===== src/rtl/branch_target_buffer_predictor_macros.svh =====
// Assertion macros shared by the branch target buffer RTL.
// No dependencies; include by bare file name where assertions are written.
`ifndef BRANCH_TARGET_BUFFER_PREDICTOR_MACROS_SVH
`define BRANCH_TARGET_BUFFER_PREDICTOR_MACROS_SVH

// Same-cycle implication, disabled while reset is asserted.
`define BTBP_ASSERT_IMPL(label, clk, rst_n, ante, cons) \
	label: assert property (@(posedge clk) disable iff (!(rst_n)) (ante) |-> (cons)) \
		else $error("btbp same-cycle check failed");

// Next-cycle implication, disabled while reset is asserted.
`define BTBP_ASSERT_NEXT(label, clk, rst_n, ante, cons) \
	label: assert property (@(posedge clk) disable iff (!(rst_n)) (ante) |=> (cons)) \
		else $error("btbp next-cycle check failed");

`endif


===== src/rtl/btbp_pkg.sv =====
// Shared types and constants for the branch target buffer predictor.
// No dependencies; used by btbp_counter and branch_target_buffer_predictor.
package btbp_pkg;

	localparam int ADDR_W     = 32;
	localparam int PORT_IDX_W = 4;
	localparam int KIND_W     = 2;
	localparam int CTR_W      = 2;

	// predictor_kind codes; the unused code behaves as the two-bit counter
	localparam logic [KIND_W-1:0] KIND_ONE_BIT = 2'd0;
	localparam logic [KIND_W-1:0] KIND_TWO_BIT = 2'd1;
	localparam logic [KIND_W-1:0] KIND_HYST    = 2'd2;

	localparam logic [ADDR_W-1:0] INSTR_BYTES = 32'd4;

	typedef logic [CTR_W-1:0] ctr_t;

	localparam ctr_t CTR_ZERO      = 2'd0;
	localparam ctr_t CTR_ONE       = 2'd1;
	localparam ctr_t CTR_ALLOC_TWO = 2'd2;

	// Direction predictor outcome for one entry
	typedef struct packed {
		logic pred;   // current state predicts taken
		logic miss;   // resolved outcome disagrees with pred
		ctr_t nxt;    // state after the resolved outcome
	} ctr_res_t;

endpackage


===== src/rtl/btbp_counter.sv =====
// Direction predictor: prediction and next state of one entry's counter.
// Depends on btbp_pkg.
module btbp_counter (
	input  logic [btbp_pkg::KIND_W-1:0] kind,
	input  btbp_pkg::ctr_t              state,
	input  logic                        taken,
	output btbp_pkg::ctr_res_t          res
);

	logic one_bit;
	logic two_bit;
	logic pred;

	always_comb begin
		unique case (kind)
			btbp_pkg::KIND_ONE_BIT: begin
				one_bit = 1'b1;
				two_bit = 1'b0;
			end
			btbp_pkg::KIND_HYST: begin
				one_bit = 1'b0;
				two_bit = 1'b0;
			end
			default: begin
				one_bit = 1'b0;
				two_bit = 1'b1;
			end
		endcase
	end

	assign pred = one_bit ? (state != btbp_pkg::CTR_ZERO) : state[1];

	always_comb begin
		res.pred = pred;
		res.miss = 1'b0;
		res.nxt  = state;
		if (taken && !pred) begin
			res.miss = 1'b1;
			res.nxt  = two_bit ? (state + btbp_pkg::CTR_ONE) : btbp_pkg::CTR_ONE;
		end else if (!taken && pred) begin
			res.miss = 1'b1;
			res.nxt  = two_bit ? (state - btbp_pkg::CTR_ONE) : btbp_pkg::CTR_ZERO;
		end
	end

endmodule


===== src/rtl/branch_target_buffer_predictor.sv =====
// Fully associative branch target buffer with selectable direction predictor.
// Depends on btbp_pkg, btbp_counter and branch_target_buffer_predictor_macros.svh.
//
// Channel   | Handshake                     | Payload
// ----------+-------------------------------+-------------------------------------------
// item in   | start & !busy                 | mode pc had_hit entry_index taken target_addr
// result    | done (one-cycle strobe)       | hit predict_taken found_index
//           |                               | predicted_target mispredict corrected_pc
// config    | predictor_kind_we             | predictor_kind_wdata
//
// One item per cycle; busy never rises. An accepted transaction passes through the
// item input register and then the result register before done shows its result.
// The rate is set by the single pass through the parallel tag compare, the
// priority pick of the lowest matching entry and the one state write port.
// Reset (arst_n low) clears the valid bits, fill pointer and predictor_kind
// (to the two-bit counter); tags, targets and counters stay undefined until written.
// The receiver cannot stall: each result is held for exactly one cycle.
`include "branch_target_buffer_predictor_macros.svh"

module branch_target_buffer_predictor #(
	parameter int ENTRIES = 16
) (
	input  logic                                clk,
	input  logic                                arst_n,
	// item channel
	input  logic                                start,
	output logic                                busy,
	input  logic                                mode,
	input  logic [btbp_pkg::ADDR_W-1:0]         pc,
	input  logic                                had_hit,
	input  logic [btbp_pkg::PORT_IDX_W-1:0]     entry_index,
	input  logic                                taken,
	input  logic [btbp_pkg::ADDR_W-1:0]         target_addr,
	// configuration
	input  logic                                predictor_kind_we,
	input  logic [btbp_pkg::KIND_W-1:0]         predictor_kind_wdata,
	// result channel
	output logic                                done,
	output logic                                hit,
	output logic                                predict_taken,
	output logic [btbp_pkg::PORT_IDX_W-1:0]     found_index,
	output logic [btbp_pkg::ADDR_W-1:0]         predicted_target,
	output logic                                mispredict,
	output logic [btbp_pkg::ADDR_W-1:0]         corrected_pc
);

	// IW indexes the entry array; EW is wide enough to hold both a port index
	// and the entry count, for range checks and found_index truncation.
	localparam int IW = $clog2(ENTRIES);
	localparam int EW = ((IW > btbp_pkg::PORT_IDX_W) ? IW : btbp_pkg::PORT_IDX_W) + 1;

	// Item input register
	logic                            valid_s1;
	logic                            mode_s1;
	logic [btbp_pkg::ADDR_W-1:0]     pc_s1;
	logic                            had_hit_s1;
	logic [btbp_pkg::PORT_IDX_W-1:0] entry_index_s1;
	logic                            taken_s1;
	logic [btbp_pkg::ADDR_W-1:0]     target_addr_s1;

	// Configuration and table state
	logic [btbp_pkg::KIND_W-1:0]     predictor_kind_q;
	logic [ENTRIES-1:0]              entry_valid_q;
	logic [btbp_pkg::ADDR_W-1:0]     entry_tag_q    [ENTRIES];
	logic [btbp_pkg::ADDR_W-1:0]     entry_target_q [ENTRIES];
	btbp_pkg::ctr_t                  counter_q      [ENTRIES];
	logic [IW-1:0]                   fill_ptr_q;

	// Result register
	logic                            done_q;
	logic                            hit_q;
	logic                            predict_taken_q;
	logic [btbp_pkg::PORT_IDX_W-1:0] found_index_q;
	logic [btbp_pkg::ADDR_W-1:0]     predicted_target_q;
	logic                            mispredict_q;
	logic [btbp_pkg::ADDR_W-1:0]     corrected_pc_q;

	// Datapath
	logic                            accept;
	logic [ENTRIES-1:0]              match;
	logic                            any_match;
	logic [IW-1:0]                   hit_idx;
	logic [EW-1:0]                   hit_idx_ext;
	logic [EW-1:0]                   upd_idx_ext;
	logic [IW-1:0]                   upd_idx;
	logic                            upd_in_range;
	logic [IW-1:0]                   rd_idx;
	btbp_pkg::ctr_res_t              ctr_res;
	logic                            is_lookup;
	logic                            is_upd_hit;
	logic                            is_upd_miss;
	btbp_pkg::ctr_t                  alloc_state;

	// The block takes a transaction every cycle
	assign busy   = 1'b0;
	assign accept = start && !busy;

	// Capture the transaction; payload needs no reset
	always_ff @(posedge clk or negedge arst_n) begin
		if (!arst_n) begin
			valid_s1 <= 1'b0;
		end else begin
			valid_s1 <= accept;
		end
	end

	always_ff @(posedge clk) begin
		if (accept) begin
			mode_s1        <= mode;
			pc_s1          <= pc;
			had_hit_s1     <= had_hit;
			entry_index_s1 <= entry_index;
			taken_s1       <= taken;
			target_addr_s1 <= target_addr;
		end
	end

	// Configuration register; to be written only while idle, which the block does not enforce
	always_ff @(posedge clk or negedge arst_n) begin
		if (!arst_n) begin
			predictor_kind_q <= btbp_pkg::KIND_TWO_BIT;
		end else if (predictor_kind_we) begin
			predictor_kind_q <= predictor_kind_wdata;
		end
	end

	// Compare the pc against every valid entry at once
	always_comb begin
		for (int i = 0; i < ENTRIES; i++) begin
			match[i] = entry_valid_q[i] && (entry_tag_q[i] == pc_s1);
		end
	end

	assign any_match = |match;

	// Lowest matching index wins: scan downward so the last write is the lowest
	always_comb begin
		hit_idx = '0;
		for (int i = ENTRIES - 1; i >= 0; i--) begin
			if (match[i]) begin
				hit_idx = IW'(i);
			end
		end
	end

	assign hit_idx_ext = EW'(hit_idx);

	// Update index from the earlier lookup; out-of-range slots change nothing
	assign upd_idx_ext  = EW'(entry_index_s1);
	assign upd_in_range = upd_idx_ext < EW'(ENTRIES);
	assign upd_idx      = upd_idx_ext[IW-1:0];

	assign is_lookup   = valid_s1 && !mode_s1;
	assign is_upd_hit  = valid_s1 && mode_s1 && had_hit_s1 && upd_in_range;
	assign is_upd_miss = valid_s1 && mode_s1 && !had_hit_s1;

	// One counter read: the matched entry on lookup, the named entry on update
	assign rd_idx = mode_s1 ? upd_idx : hit_idx;

	btbp_counter u_counter (
		.kind  (predictor_kind_q),
		.state (counter_q[rd_idx]),
		.taken (taken_s1),
		.res   (ctr_res)
	);

	assign alloc_state = (predictor_kind_q == btbp_pkg::KIND_ONE_BIT) ?
		btbp_pkg::CTR_ONE : btbp_pkg::CTR_ALLOC_TWO;

	// Valid bits and fill pointer: allocate on an update that missed
	always_ff @(posedge clk or negedge arst_n) begin
		if (!arst_n) begin
			entry_valid_q <= '0;
			fill_ptr_q    <= '0;
		end else if (is_upd_miss) begin
			entry_valid_q[fill_ptr_q] <= 1'b1;
			if (fill_ptr_q == IW'(ENTRIES - 1)) begin
				fill_ptr_q <= '0;
			end else begin
				fill_ptr_q <= fill_ptr_q + IW'(1);
			end
		end
	end

	// Entry payload; undefined until written, so no reset
	always_ff @(posedge clk) begin
		if (is_upd_miss) begin
			entry_tag_q[fill_ptr_q]    <= pc_s1;
			entry_target_q[fill_ptr_q] <= target_addr_s1;
			counter_q[fill_ptr_q]      <= alloc_state;
		end else if (is_upd_hit) begin
			counter_q[upd_idx] <= ctr_res.nxt;
		end
	end

	// Result register: fields not driven by the item type read as zero
	always_ff @(posedge clk or negedge arst_n) begin
		if (!arst_n) begin
			done_q       <= 1'b0;
			hit_q        <= 1'b0;
			mispredict_q <= 1'b0;
		end else begin
			done_q       <= valid_s1;
			hit_q        <= is_lookup && any_match;
			mispredict_q <= is_upd_miss || (is_upd_hit && ctr_res.miss);
		end
	end

	always_ff @(posedge clk) begin
		predict_taken_q    <= is_lookup && any_match && ctr_res.pred;
		found_index_q      <= (is_lookup && any_match) ?
			hit_idx_ext[btbp_pkg::PORT_IDX_W-1:0] : '0;
		predicted_target_q <= (is_lookup && any_match) ? entry_target_q[hit_idx] : '0;
		if (is_upd_miss || (is_upd_hit && ctr_res.miss && taken_s1)) begin
			corrected_pc_q <= target_addr_s1;
		end else if (is_upd_hit && ctr_res.miss) begin
			corrected_pc_q <= pc_s1 + btbp_pkg::INSTR_BYTES;
		end else begin
			corrected_pc_q <= '0;
		end
	end

	assign done             = done_q;
	assign hit              = hit_q;
	assign predict_taken    = predict_taken_q;
	assign found_index      = found_index_q;
	assign predicted_target = predicted_target_q;
	assign mispredict       = mispredict_q;
	assign corrected_pc     = corrected_pc_q;

	// Every accepted transaction yields its result with a done strobe
	`BTBP_ASSERT_NEXT(a_result_follows, clk, arst_n, accept, (##1 done))
	// No hit or mispredict flag outside a result strobe
	`BTBP_ASSERT_IMPL(a_quiet_when_idle, clk, arst_n, !done, (!hit && !mispredict))
	// Lookup and update results never mix
	`BTBP_ASSERT_IMPL(a_hit_no_mispredict, clk, arst_n, hit, !mispredict)
	// An allocation makes its slot valid
	`BTBP_ASSERT_NEXT(a_alloc_valid, clk, arst_n, is_upd_miss, entry_valid_q[$past(fill_ptr_q)])

endmodule

===== config.mk =====
export PLATFORM = sky130hd
export DESIGN_NAME = branch_target_buffer_predictor
export DESIGN_NICKNAME = d
export VERILOG_FILES = /design/src/rtl/btbp_pkg.sv /design/src/rtl/btbp_counter.sv /design/src/rtl/branch_target_buffer_predictor.sv
export VERILOG_INCLUDE_DIRS = /design/src /design/src/rtl
export SDC_FILE = /design/constraint.sdc
export NUM_CORES = 1
export LEC_CHECK = 0
export ABC_AREA = 1
export BUFFER_PORTS_ARGS = -buffer_cell sky130_fd_sc_hd__buf_2
export CAP_MARGIN = 20
export CELL_PAD_IN_SITES_DETAIL_PLACEMENT = 1
export CELL_PAD_IN_SITES_GLOBAL_PLACEMENT = 2
export CORE_MARGIN = 2
export CORE_UTILIZATION = 38
export DETAILED_ROUTE_END_ITERATION = 8
export GPL_ROUTABILITY_DRIVEN = 0
export PLACE_DENSITY_LB_ADDON = 0.25
export REMOVE_ABC_BUFFERS = 1
export SKIP_CTS_REPAIR_TIMING = 1
export SYNTH_ARGS = -nofsm -noshare
export SYNTH_HDL_FRONTEND = slang
export SYNTH_SLANG_ARGS = --single-unit

===== constraint.sdc =====
create_clock -name clk -period 6 [get_ports clk]
set_input_delay 0.3 -clock clk [delete_from_list [all_inputs] [get_ports clk]]
set_output_delay 0.3 -clock clk [all_outputs]
set_load 0.01 [all_outputs]

[Word-level counts from Yosys, hierarchy flattened]
Memories as Yosys holds them, arrays and structs flattened. A register that Yosys moved wholly into a read port is not among the register bits.
Cells that the tools add are included.
Widths: inputs -> output; s select.
Cells by class
  add/sub/neg operators: 4
  $lt $le $gt $ge: 3
  eq/ne operators: 18
  muxes and demuxes: 37
  bitwise gates (word level): 1
  reductions and logical operators: 40
Operators with widths (number)
  $eq 32x32->1: 16
  $mux 4: 19
  $mux 32: 2
  $add 32x3->32 const B: 1
  $logic_and 1x1->1: 28
  $or 16x16->16: 1
  $reduce_or 16->1: 1
  $lt 4x5->1 const B: 2
  $mux 1: 9
  $mux 2: 4
  $mux 3: 2
  $logic_not 1->1: 5
  $add 4x1->4 const B: 1
  $demux 1 s4: 1
  $eq 4x4->1 const B: 1
  $ge 4x1->1 const B: 1
  $reduce_or 2->1: 2
  $add 2x1->2 const B: 1
  $eq 2x2->1 const B: 1
  $logic_not 2->1: 1
  $logic_or 1x1->1: 2
  $reduce_bool 2->1: 1
  $sub 2x1->2 const B: 1
Word-level totals
  bits in registers: 134
  memory bits (writable): 1056
  input port bits: 77
  output and inout port bits: 73
  logic and storage cells: 122
  memories kept: 3
Memories
  entry_tag_q: words 16, bits a word 32, rd ports 16, clocked after memory_dff 0, write ports 1, line branch_target_buffer_predictor.sv:64  | logic [btbp_pkg::ADDR_W-1:0] entry_tag_q [ENTRIES];
  entry_target_q: words 16, bits a word 32, rd ports 1, clocked after memory_dff 1, write ports 1, line branch_target_buffer_predictor.sv:65  | logic [btbp_pkg::ADDR_W-1:0] entry_target_q [ENTRIES];
  counter_q: words 16, bits a word 2, rd ports 1, clocked after memory_dff 0, write ports 1, line branch_target_buffer_predictor.sv:66  | btbp_pkg::ctr_t counter_q [ENTRIES];

[Depth between registers and ports, before layout]
Gate-level depths: netlist (run 1).
An unclocked memory read counts as a cell.
  depth in word-level cells: 30
  depth in mapped cells: 46
  depth with buffers taken out: 44

[Cells and area by module]
From an unflattened synthesis (run 1), not the netlist that was laid out.
Unflattened totals
  cell total of the unflattened synthesis: 4078
  area total of the unflattened synthesis: 50418.4 µm²
Modules (own cells, without submodules)
  branch_target_buffer_predictor: instances 1, cells an instance 4046, area an instance 50259.5 µm²
  btbp_counter: instances 1, cells an instance 32, area an instance 158.9 µm²

[Worst setup path before layout (run 1)]
No wires, ideal clock.
  path kind: register -> register
  start: register pc_s1[3] (netlist bit)
  end: register corrected_pc_q, in the netlist corrected_pc[20]
  library setup time: 0.092 ns
  arrival: 4.878 ns
  required time: 5.908 ns
  setup slack: 1.030 ns
  stages on the path, launching flop included: 27
  clock period less this slack: 4.970 ns
  cells stage by stage: edfxtp_1 > buf_2 > inv_2 > buf_2 > o21ai_1 > or4_1 > nor4_2 > nand3_2 > and2_4 > and3_1 > and2_1 > clkbuf_1 > nand2_1 > o21ai_1 > clkinv_1 > nand3_1 > nand2_1 > inv_1 > ha_1 > or2_2 > a21boi_2 > inv_1 > ha_1 > nor2_1 > nand2_1 > clkbuf_1 > o32ai_1
Between the ends
  word-level cells in the longest chain between the ends: 29
  elaborated cells between the ends (all ways): 63
  classes of those cells: add/sub: 1; eq/ne: 16; mux: 22; reduce/logical: 23; memory: 1
Ends and longest elaborated chain
  from (decl): line branch_target_buffer_predictor.sv:55  | logic [btbp_pkg::ADDR_W-1:0] pc_s1;
  from (signal assigned): line branch_target_buffer_predictor.sv:110  | pc_s1 <= pc;
  $eq 32x32->1: line branch_target_buffer_predictor.sv:130  | match[i] = entry_valid_q[i] && (entry_tag_q[i] == pc_s1);
  $logic_and 1x1->1: line branch_target_buffer_predictor.sv:130
  $mux 4 (16 in series): line branch_target_buffer_predictor.sv:140  | if (match[i]) begin
  $mux 4: line branch_target_buffer_predictor.sv:158  | assign rd_idx = mode_s1 ? upd_idx : hit_idx;
  $mem_v2 16x2
  $reduce_bool 2->1: line btbp_counter.sv:31  | assign pred = one_bit ? (state != btbp_pkg::CTR_ZERO) : state[1];
  $mux 1: line btbp_counter.sv:31
  $logic_and 1x1->1 or $logic_not 1->1 (tied branches): line btbp_counter.sv:40, btbp_counter.sv:37
  $mux 3 or $logic_and 1x1->1 (tied branches): line btbp_counter.sv:40, btbp_counter.sv:37
  $mux 3: line btbp_counter.sv:37  | if (taken && !pred) begin
  $logic_and 1x1->1: line branch_target_buffer_predictor.sv:214, branch_target_buffer_predictor.sv:216
  $logic_and 1x1->1: line branch_target_buffer_predictor.sv:214  | if (is_upd_miss || (is_upd_hit && ctr_res.miss && taken_s1)) begin
  $logic_or 1x1->1: line branch_target_buffer_predictor.sv:214
  $mux 32 (*): line branch_target_buffer_predictor.sv:214
  to (signal assigned): line branch_target_buffer_predictor.sv:215  | corrected_pc_q <= target_addr_s1;
  to (signal assigned): line branch_target_buffer_predictor.sv:217  | corrected_pc_q <= pc_s1 + btbp_pkg::INSTR_BYTES;
  to (decl): line branch_target_buffer_predictor.sv:76  | logic [btbp_pkg::ADDR_W-1:0] corrected_pc_q;
Every way passes the cells marked *; elsewhere a longest branch is shown, timed or not.
A chain may end at the register's enable or synchronous reset.

[Worst setup path in the final report (run 1)]
  start: register pc_s1[19] (netlist bit)
  end: register corrected_pc_q, in the netlist corrected_pc[8]
Between the ends
  word-level cells in the longest chain between the ends: 29
  elaborated cells between the ends (all ways): 62
  classes of those cells: eq/ne: 16; mux: 22; reduce/logical: 23; memory: 1
Ends and longest elaborated chain (line)
  $eq 32x32->1: branch_target_buffer_predictor.sv:130
  $logic_and 1x1->1: branch_target_buffer_predictor.sv:130
  $mux 4 (15 in series): branch_target_buffer_predictor.sv:140
  $mux 4 (*): branch_target_buffer_predictor.sv:140
  $mux 4 (*): branch_target_buffer_predictor.sv:158
  $mem_v2 16x2 (*)
  $reduce_bool 2->1: btbp_counter.sv:31
  $mux 1 (*): btbp_counter.sv:31
  $logic_and 1x1->1 or $logic_not 1->1 (tied branches): btbp_counter.sv:40, btbp_counter.sv:37
  $mux 3 or $logic_and 1x1->1 (tied branches): btbp_counter.sv:40, btbp_counter.sv:37
  $mux 3 (*): btbp_counter.sv:37
  $logic_and 1x1->1 (*): branch_target_buffer_predictor.sv:214, branch_target_buffer_predictor.sv:216
  $logic_and 1x1->1: branch_target_buffer_predictor.sv:214
  $logic_or 1x1->1: branch_target_buffer_predictor.sv:214
  $mux 32 (*): branch_target_buffer_predictor.sv:214
Marked as above.

==> results of run 1 <==
layer usage:
metal / up-vias / wire length (um) / global-route usage [%]
met1: 17600 / 74900 / 34.7
met4: 0 / 4390 / 7.69
li1: 15000 / - / -
met2: 1158 / 81700 / 40.6
met3: 249 / 10400 / 4.02
met5: - / 0 / 0
critical path: cells and delay by family, from the launching register on:
family / cells / cell delay (ns)
DFF: 1 / 0.41
adders and majority gates: 2 / 0.46
AOI/OAI and AO/OA: 6 / 1.15
buffers and inverters: 6 / 1.24
and+or+nand+nor: 11 / 2.19
sequential cells by signal, indices dropped and copies added, names as in the netlist, 16 cells and up:
register          count
entry_tag_q         512
predicted_target     32
pc_s1                32
entry_valid_q        16
entry_target_q      512
corrected_pc         32
target_addr_s1       32
counter_q            32
cell families (layout without fill, tap and decap cells):
kind of cell,Yosys count,count (layout),synth area share [%]
flip-flops,1222,1222,71.8
AND/OR/NAND/NOR,1036,1036,9.04
AO/OA/AOI/OAI,929,930,11.1
buffers and inverters,548,1007,4.70
XOR/XNOR,180,180,3.15
adder cells (fa/ha/maj),8,8,0.200
other,1,1,0.00750
multiplexers,1,1,0.0225
power by group through the flow:
| stage | clock (mW) | combinational, mW | sequential (mW) |
|---|---|---|---|
| global placement | 0 | 1.44 | 9.98 |
| floorplan | 0 | 0.574 | 10.0 |
| CTS | 8.34 | 1.46 | 9.81 |
| finish | 8.19 | 1.52 | 9.81 |
| global route | 8.68 | 1.63 | 9.84 |
| detailed placement | 0 | 1.45 | 9.99 |
worst min-delay path by stage:
stage	cells after the start	endpoint	slack, ns	startpoint
6_report	1	valid_s1	0.04	start
4_1_cts	1	done	-0.47	arst_n
2_1_floorplan	0	done	0.004	arst_n
3_3_place_gp	1	mispredict	0.36	arst_n
3_5_place_dp	1	done	0.37	arst_n
5_1_grt	1	valid_s1	0.04	start
stage by stage:
step	utilization [%]	hold slack (ns)	TNS, ns	cells	power (mW)
finish	45.1	0.0438	0	6140	19.5
global route	45.1	0.0393	-0.0611	6140	20.1
CTS	44.3	-0.471	0	6050	19.6
detailed placement	41.1	0.373	0	5800	11.4
global placement	41.1	0.362	0	5800	11.4
floorplan	-	0.00441	-208.15	3710	10.6
cells in the mapped netlist (10+ instances only):
master     number  area (sq um)
clkbuf_1      103           387
o22ai_1        80           500
xnor2_1       122          1070
o2111ai_1      15           131
buf_6          14           158
nor2_1        259           972
buf_2          67           335
or4_1          10          75.1
nand3b_1       12          90.1
o32ai_1        13           114
o311ai_0       30           263
nand4_1        40           250
o211ai_1       37           278
inv_1         307          1150
buf_4          23           173
xor2_1         58           508
nand2_1       477          1790
a221oi_1       19           166
a21oi_1       316          1580
inv_2          20          75.1
a211oi_1       16           120
dfrtp_1        25           626
nand3_1       127           636
or2_2          38           238
a22o_1         19           166
edfxtp_1     1127         33800
dfxtp_1        69          1380
o21ai_0       257          1290
nor4_1         31           194
o311ai_1       66           578
nor3_1         21           105
o21ai_1        44           220
final cells by class:
cell class | count | area [sq um]
flip-flops and latches | 1222 | 35900
well taps | 1755 | 2200
repair buffers | 424 | 3380
inverters | 333 | 1270
clock buffers | 192 | 3770
clock inverters | 58 | 538
fillers | 13500 | 71900
multi-input cells | 2156 | 12000
==> flow_metrics.env, run 1 <==
export IMPL_synth_edf_count=1127
export IMPL_netlist_area_sq_um=50000
export IMPL_yosys_register_bits=1222
export IMPL_p_per_area_nw_per_um2=331
export IMPL_p_int_mw=14.7
export IMPL_timing_final_crit_period_ns=5.61
export IMPL_violations="capacitance limit, slew limit"
export IMPL_dpl_instance_area_sq_um=53800
export IMPL_regToRegEndpoint="corrected_pc[8]"
export IMPL_synth_avg_cell_area_sq_um=12.7
export IMPL_worst_slack_ns=0.386
export IMPL_drc_errors=0
export IMPL_drt_wl_total_mm=171
export IMPL_clockBufferDepth=3
export IMPL_vdd_ir_drop_max_v=0.000227
export IMPL_wl_per_cell_um=27.9
export IMPL_cts_buffers=139
export IMPL_crit_fanout=22
export IMPL_overflow=0
export IMPL_synth_cells=3925
export IMPL_end_kind="flip-flop"
export IMPL_period_share_pct=93.6
export IMPL_ys_flop_type="edfxtp_1"
export IMPL_layout_drive_gt1_share_pct=14.5
export IMPL_diodes=0
export IMPL_top_level_ports=150
export IMPL_cts_tree="done"
export IMPL_clkTransAtPathRegs_ns=0.06
export IMPL_die_h_um=367
export IMPL_drtAntennaViolNets=0
export IMPL_fmax_mhz=178
export IMPL_r2r_cells=25
export IMPL_setup_viol=0
export IMPL_core_sq_um=131000
export IMPL_drtPass1Iterations=5
export IMPL_mostFrequentLayoutCells="edfxtp_1, nand2_1, a21oi_1, inv_1, o21ai_0"
export IMPL_crit_reg2reg_launch="pc_s1[19]"
export IMPL_synth_cell_types=56
export IMPL_drv_slew=13
export IMPL_setup_worst_path_start="pc_s1[19]"
export IMPL_final_common_cell="edfxtp_1"
export IMPL_critPathKind="reg2reg"
export IMPL_cts_root_buf="clkbuf_16"
export IMPL_viasPerCell=5.54
export IMPL_maxCapViolations=1
export IMPL_yosysSeqAreaShare_pct=71.8
export IMPL_cts_sinks=1222
export IMPL_p_switching_mw=4.78
export IMPL_areaGrowthSynthToFinish_pct=18.1
export IMPL_worst_skew_pair_late_latency_ns=0.78
export IMPL_place_ws_ns=0.0127
export IMPL_clock_skew_ns=0.0263
export IMPL_worstPathArrival_ns=6.27
export IMPL_endpoint="corrected_pc[8]"
export IMPL_nets=4361
export IMPL_grt_antenna_before_repair=7
export IMPL_slew_headroom_pct=-1.27
export IMPL_num_vias=34000
export IMPL_cp_start_kind="flip-flop"
export IMPL_ys_warn_count=0
export IMPL_die_area_sq_um=134000
export IMPL_start_util_pct=38.2
export IMPL_leakagePower_nw=20.9
export IMPL_async_flop_share_pct=2.13
export IMPL_min_path_type="in2reg"
export IMPL_grt_use_total_pct=25.1
export IMPL_fp_row_count=133
export IMPL_cp_slowest_stage_delay_ns=0.52
export IMPL_seq_power_share_pct=50.2
export IMPL_drt_iter0_drc=3333
export IMPL_crit_top_cell="nand2_1"
export IMPL_portBuffers=148
export IMPL_final_hold_viol_count=0
export IMPL_grt_first_pass_wirelength_mm=245
export IMPL_final_cell_area_sq_um=59000
export IMPL_dp_hpwl_mm=105
export IMPL_power_frac_comb_pct=7.8
export IMPL_grt_max_degree=196
export IMPL_r2r_slack_ns=0.39
export IMPL_dieWidth_um=367
export IMPL_cp_required_ns=6.66
export IMPL_status="finished, violations left"
export IMPL_worst_path_max_delay_cell="nor4_2"
export IMPL_swShare_pct=24.5
export IMPL_grt_pass1_vias=34300
export IMPL_tightest_slew_ns=1.51
export IMPL_htreeDepth=4
export IMPL_clkPwrFrac_pct=42.0
Power figures use the tool's default switching activity.
==> run 2, diff against run 1 <==
--- a/config.mk
+++ b/config.mk
@@ -7,14 +7,16 @@
 export NUM_CORES = 1
 export LEC_CHECK = 0
 export ABC_AREA = 1
+export ABC_CLOCK_PERIOD_IN_PS = 6000
 export BUFFER_PORTS_ARGS = -buffer_cell sky130_fd_sc_hd__buf_2
 export CAP_MARGIN = 20
 export CELL_PAD_IN_SITES_DETAIL_PLACEMENT = 1
 export CELL_PAD_IN_SITES_GLOBAL_PLACEMENT = 2
 export CORE_MARGIN = 2
-export CORE_UTILIZATION = 38
+export CORE_UTILIZATION = 44
 export DETAILED_ROUTE_END_ITERATION = 8
 export GPL_ROUTABILITY_DRIVEN = 0
+export HOLD_SLACK_MARGIN = 0.15
 export PLACE_DENSITY_LB_ADDON = 0.25
 export REMOVE_ABC_BUFFERS = 1
 export SKIP_CTS_REPAIR_TIMING = 1
==> run 2 against run 1 <==
The flow now finishes without violations. Cell count is 4.0% lower. Fmax is 1.3% lower. Sequential power hardly changed. Global-route usage is 4.1 points higher. Sequential cell count stayed put. Critical path depth is 4 higher. Utilization is 7.1 points higher. Count of clock-buffer cells in the layout is 7 lower. Cell area is 0.52% lower. Critical endpoint unchanged.
==> flow_metrics.env, run 2 (synthesis results as in run 1) <==
export IMPL_r2r_slack_ns=0.31
export IMPL_cts_sinks=1222
export IMPL_grt_max_degree=223
export IMPL_fillers=11400
export IMPL_layout_drive_gt1_share_pct=14.9
export IMPL_cp_slowest_stage_delay_ns=0.43
export IMPL_final_hold_viol_count=0
export IMPL_critPathKind="reg2reg"
export IMPL_power_frac_comb_pct=8.0
export IMPL_tns_ns=0
export IMPL_crit_buf_inv=7
export IMPL_leakagePower_nw=20.9
export IMPL_cp_required_ns=6.63
export IMPL_fp_row_count=123
export IMPL_clkTransAtPathRegs_ns=0.06
export IMPL_path_delay_family="simple AND/OR/NAND/NOR gates"
export IMPL_p_int_mw=14.6
export IMPL_dpl_instance_area_sq_um=53500
export IMPL_rsz0062_at_grt="yes"
export IMPL_status="finished clean"
export IMPL_worst_path_max_delay_cell="edfxtp_1"
export IMPL_final_cell_area_sq_um=58700
export IMPL_drc_errors=0
export IMPL_p_per_area_nw_per_um2=331
export IMPL_grt_pass1_vias=34800
export IMPL_worstPathArrival_ns=6.32
export IMPL_timing_final_crit_period_ns=5.69
export IMPL_dieWidth_um=341
export IMPL_grt_antenna_before_repair=3
export IMPL_htreeDepth=4
export IMPL_drtAntennaViolNets=0
export IMPL_slew_headroom_pct=18.1
export IMPL_min_path_type="in2async"
export IMPL_finish_utilization_pct=52.1
export IMPL_drt_wl_total_mm=172
export IMPL_die_h_um=341
export IMPL_worst_skew_pair_late_latency_ns=0.76
export IMPL_nets=4366
export IMPL_viasPerCell=5.85
export IMPL_overflow=0
export IMPL_top_level_ports=150
export IMPL_areaGrowthSynthToFinish_pct=17.5
export IMPL_die_area_sq_um=116000
export IMPL_crit_fanout=20
export IMPL_cts_root_buf="clkbuf_16"
export IMPL_start_util_pct=44.4
export IMPL_cts_tree="done"
export IMPL_cts_buffers=136
export IMPL_grt_first_pass_wirelength_mm=244
export IMPL_cp_start_kind="flip-flop"
export IMPL_clock_skew_ns=0.0242
export IMPL_swShare_pct=24.6
export IMPL_end_kind="flip-flop"
export IMPL_vdd_ir_drop_max_v=0.000299
export IMPL_wl_per_cell_um=29.2
export IMPL_num_vias=34500
export IMPL_clkPwrFrac_pct=41.5
export IMPL_drtPass1Iterations=6
export IMPL_grt_use_total_pct=29.2
export IMPL_portBuffers=148
export IMPL_p_switching_mw=4.78
export IMPL_mostFrequentLayoutCells="edfxtp_1, nand2_1, a21oi_1, inv_1, o21ai_0"
export IMPL_setup_viol=0
export IMPL_period_share_pct=94.8
export IMPL_top_regs="entry_tag_q (512), entry_target_q (512)"
export IMPL_maxCapViolations=0
export IMPL_core_sq_um=113000
export IMPL_seq_power_share_pct=50.5
export IMPL_final_common_cell="edfxtp_1"
export IMPL_clockBufferDepth=3
export IMPL_tightest_slew_ns=1.23
export IMPL_drt_iter0_drc=3989
export IMPL_dp_hpwl_mm=105
export IMPL_drv_slew=0
export IMPL_fmax_mhz=176
-- run 2: changes by cell type in the layout (fill, tap and decap cells not counted), moves of 4 or more --
cell	before	now
clkinv_2	10	18
clkbuf_1	45	40
buf_4	172	176
buf_6	0	4
clkinv_1	29	25
-- run 2: cell type report --
cell class / instances / area, sq um / share of cell area, %
antenna: 1 / 2.50 / 0.00426
clock buffer: 185 / 3690 / 6.28
clock inverter: 64 / 561 / 0.954
inverter: 333 / 1300 / 2.21
multi-input combinational: 2155 / 12000 / 20.4
sequential: 1222 / 35900 / 61.1
tap: 1500 / 1880 / 3.20
timing repair buffer: 433 / 3460 / 5.90
-- run 2: routing by layer --
metal | global-route usage [%] | up-vias | part of all wire [%]
met2 | 47.3 | 1441 | 48
met5 | 0 | - | 0
li1 | - | 15000 | -
met1 | 39.5 | 17700 | 42
met3 | 4.62 | 330 | 7.0
met4 | 11.4 | 0 | 3.7
-- run 2: power groups by stage --
| stage | Clock (mW) | Sequential, mW | Combinational (mW) |
|---|---|---|---|
| after floorplan | 0 | 10.0 | 0.574 |
| after global routing | 8.46 | 9.83 | 1.65 |
| after CTS | 8.16 | 9.80 | 1.48 |
| after detailed placement | 0 | 9.98 | 1.47 |
| final | 8.06 | 9.81 | 1.56 |
| after global placement | 0 | 9.97 | 1.45 |
-- run 2: per-stage QoR --
| step | std cells | total power, mW | hold slack (ns) | worst slack (ns) |
|---|---|---|---|---|
| final | 5893 | 19.4 | 0.159 | 0.315 |
| after global routing | 5892 | 19.9 | 0.202 | -0.0185 |
| after CTS | 5801 | 19.4 | -0.439 | -0.0432 |
| after detailed placement | 5552 | 11.5 | 0.361 | 0.0533 |
| after global placement | 5552 | 11.4 | 0.359 | 0.101 |
| after floorplan | 3710 | 10.6 | 0.00441 | -2.83 |
-- run 2: final timing paths --
kind | depth (start not counted) | from | to
setup / recovery | 29 | pc_s1[17] | corrected_pc[8]
hold / removal | 2 | arst_n | entry_valid_q[9]
setup reg to reg | 29 | pc_s1[17] | corrected_pc[8]
hold reg to reg | 2 | entry_valid_q[12] | entry_valid_q[12]
max in group asynchronous | 2 | arst_n | entry_valid_q[5]
min in group clk | 2 | target_addr[2] | target_addr_s1[2]
-- run 2: worst reg2reg max path: cells and delay by family (launching register included) --
family / cells / cell delay [ns]
AND/OR/NAND/NOR: 16 / 2.11
flip-flops: 1 / 0.43
buffers and inverters: 7 / 1.46
AO/OA/AOI/OAI: 4 / 1.13
adder cells (fa/ha/maj): 2 / 0.42
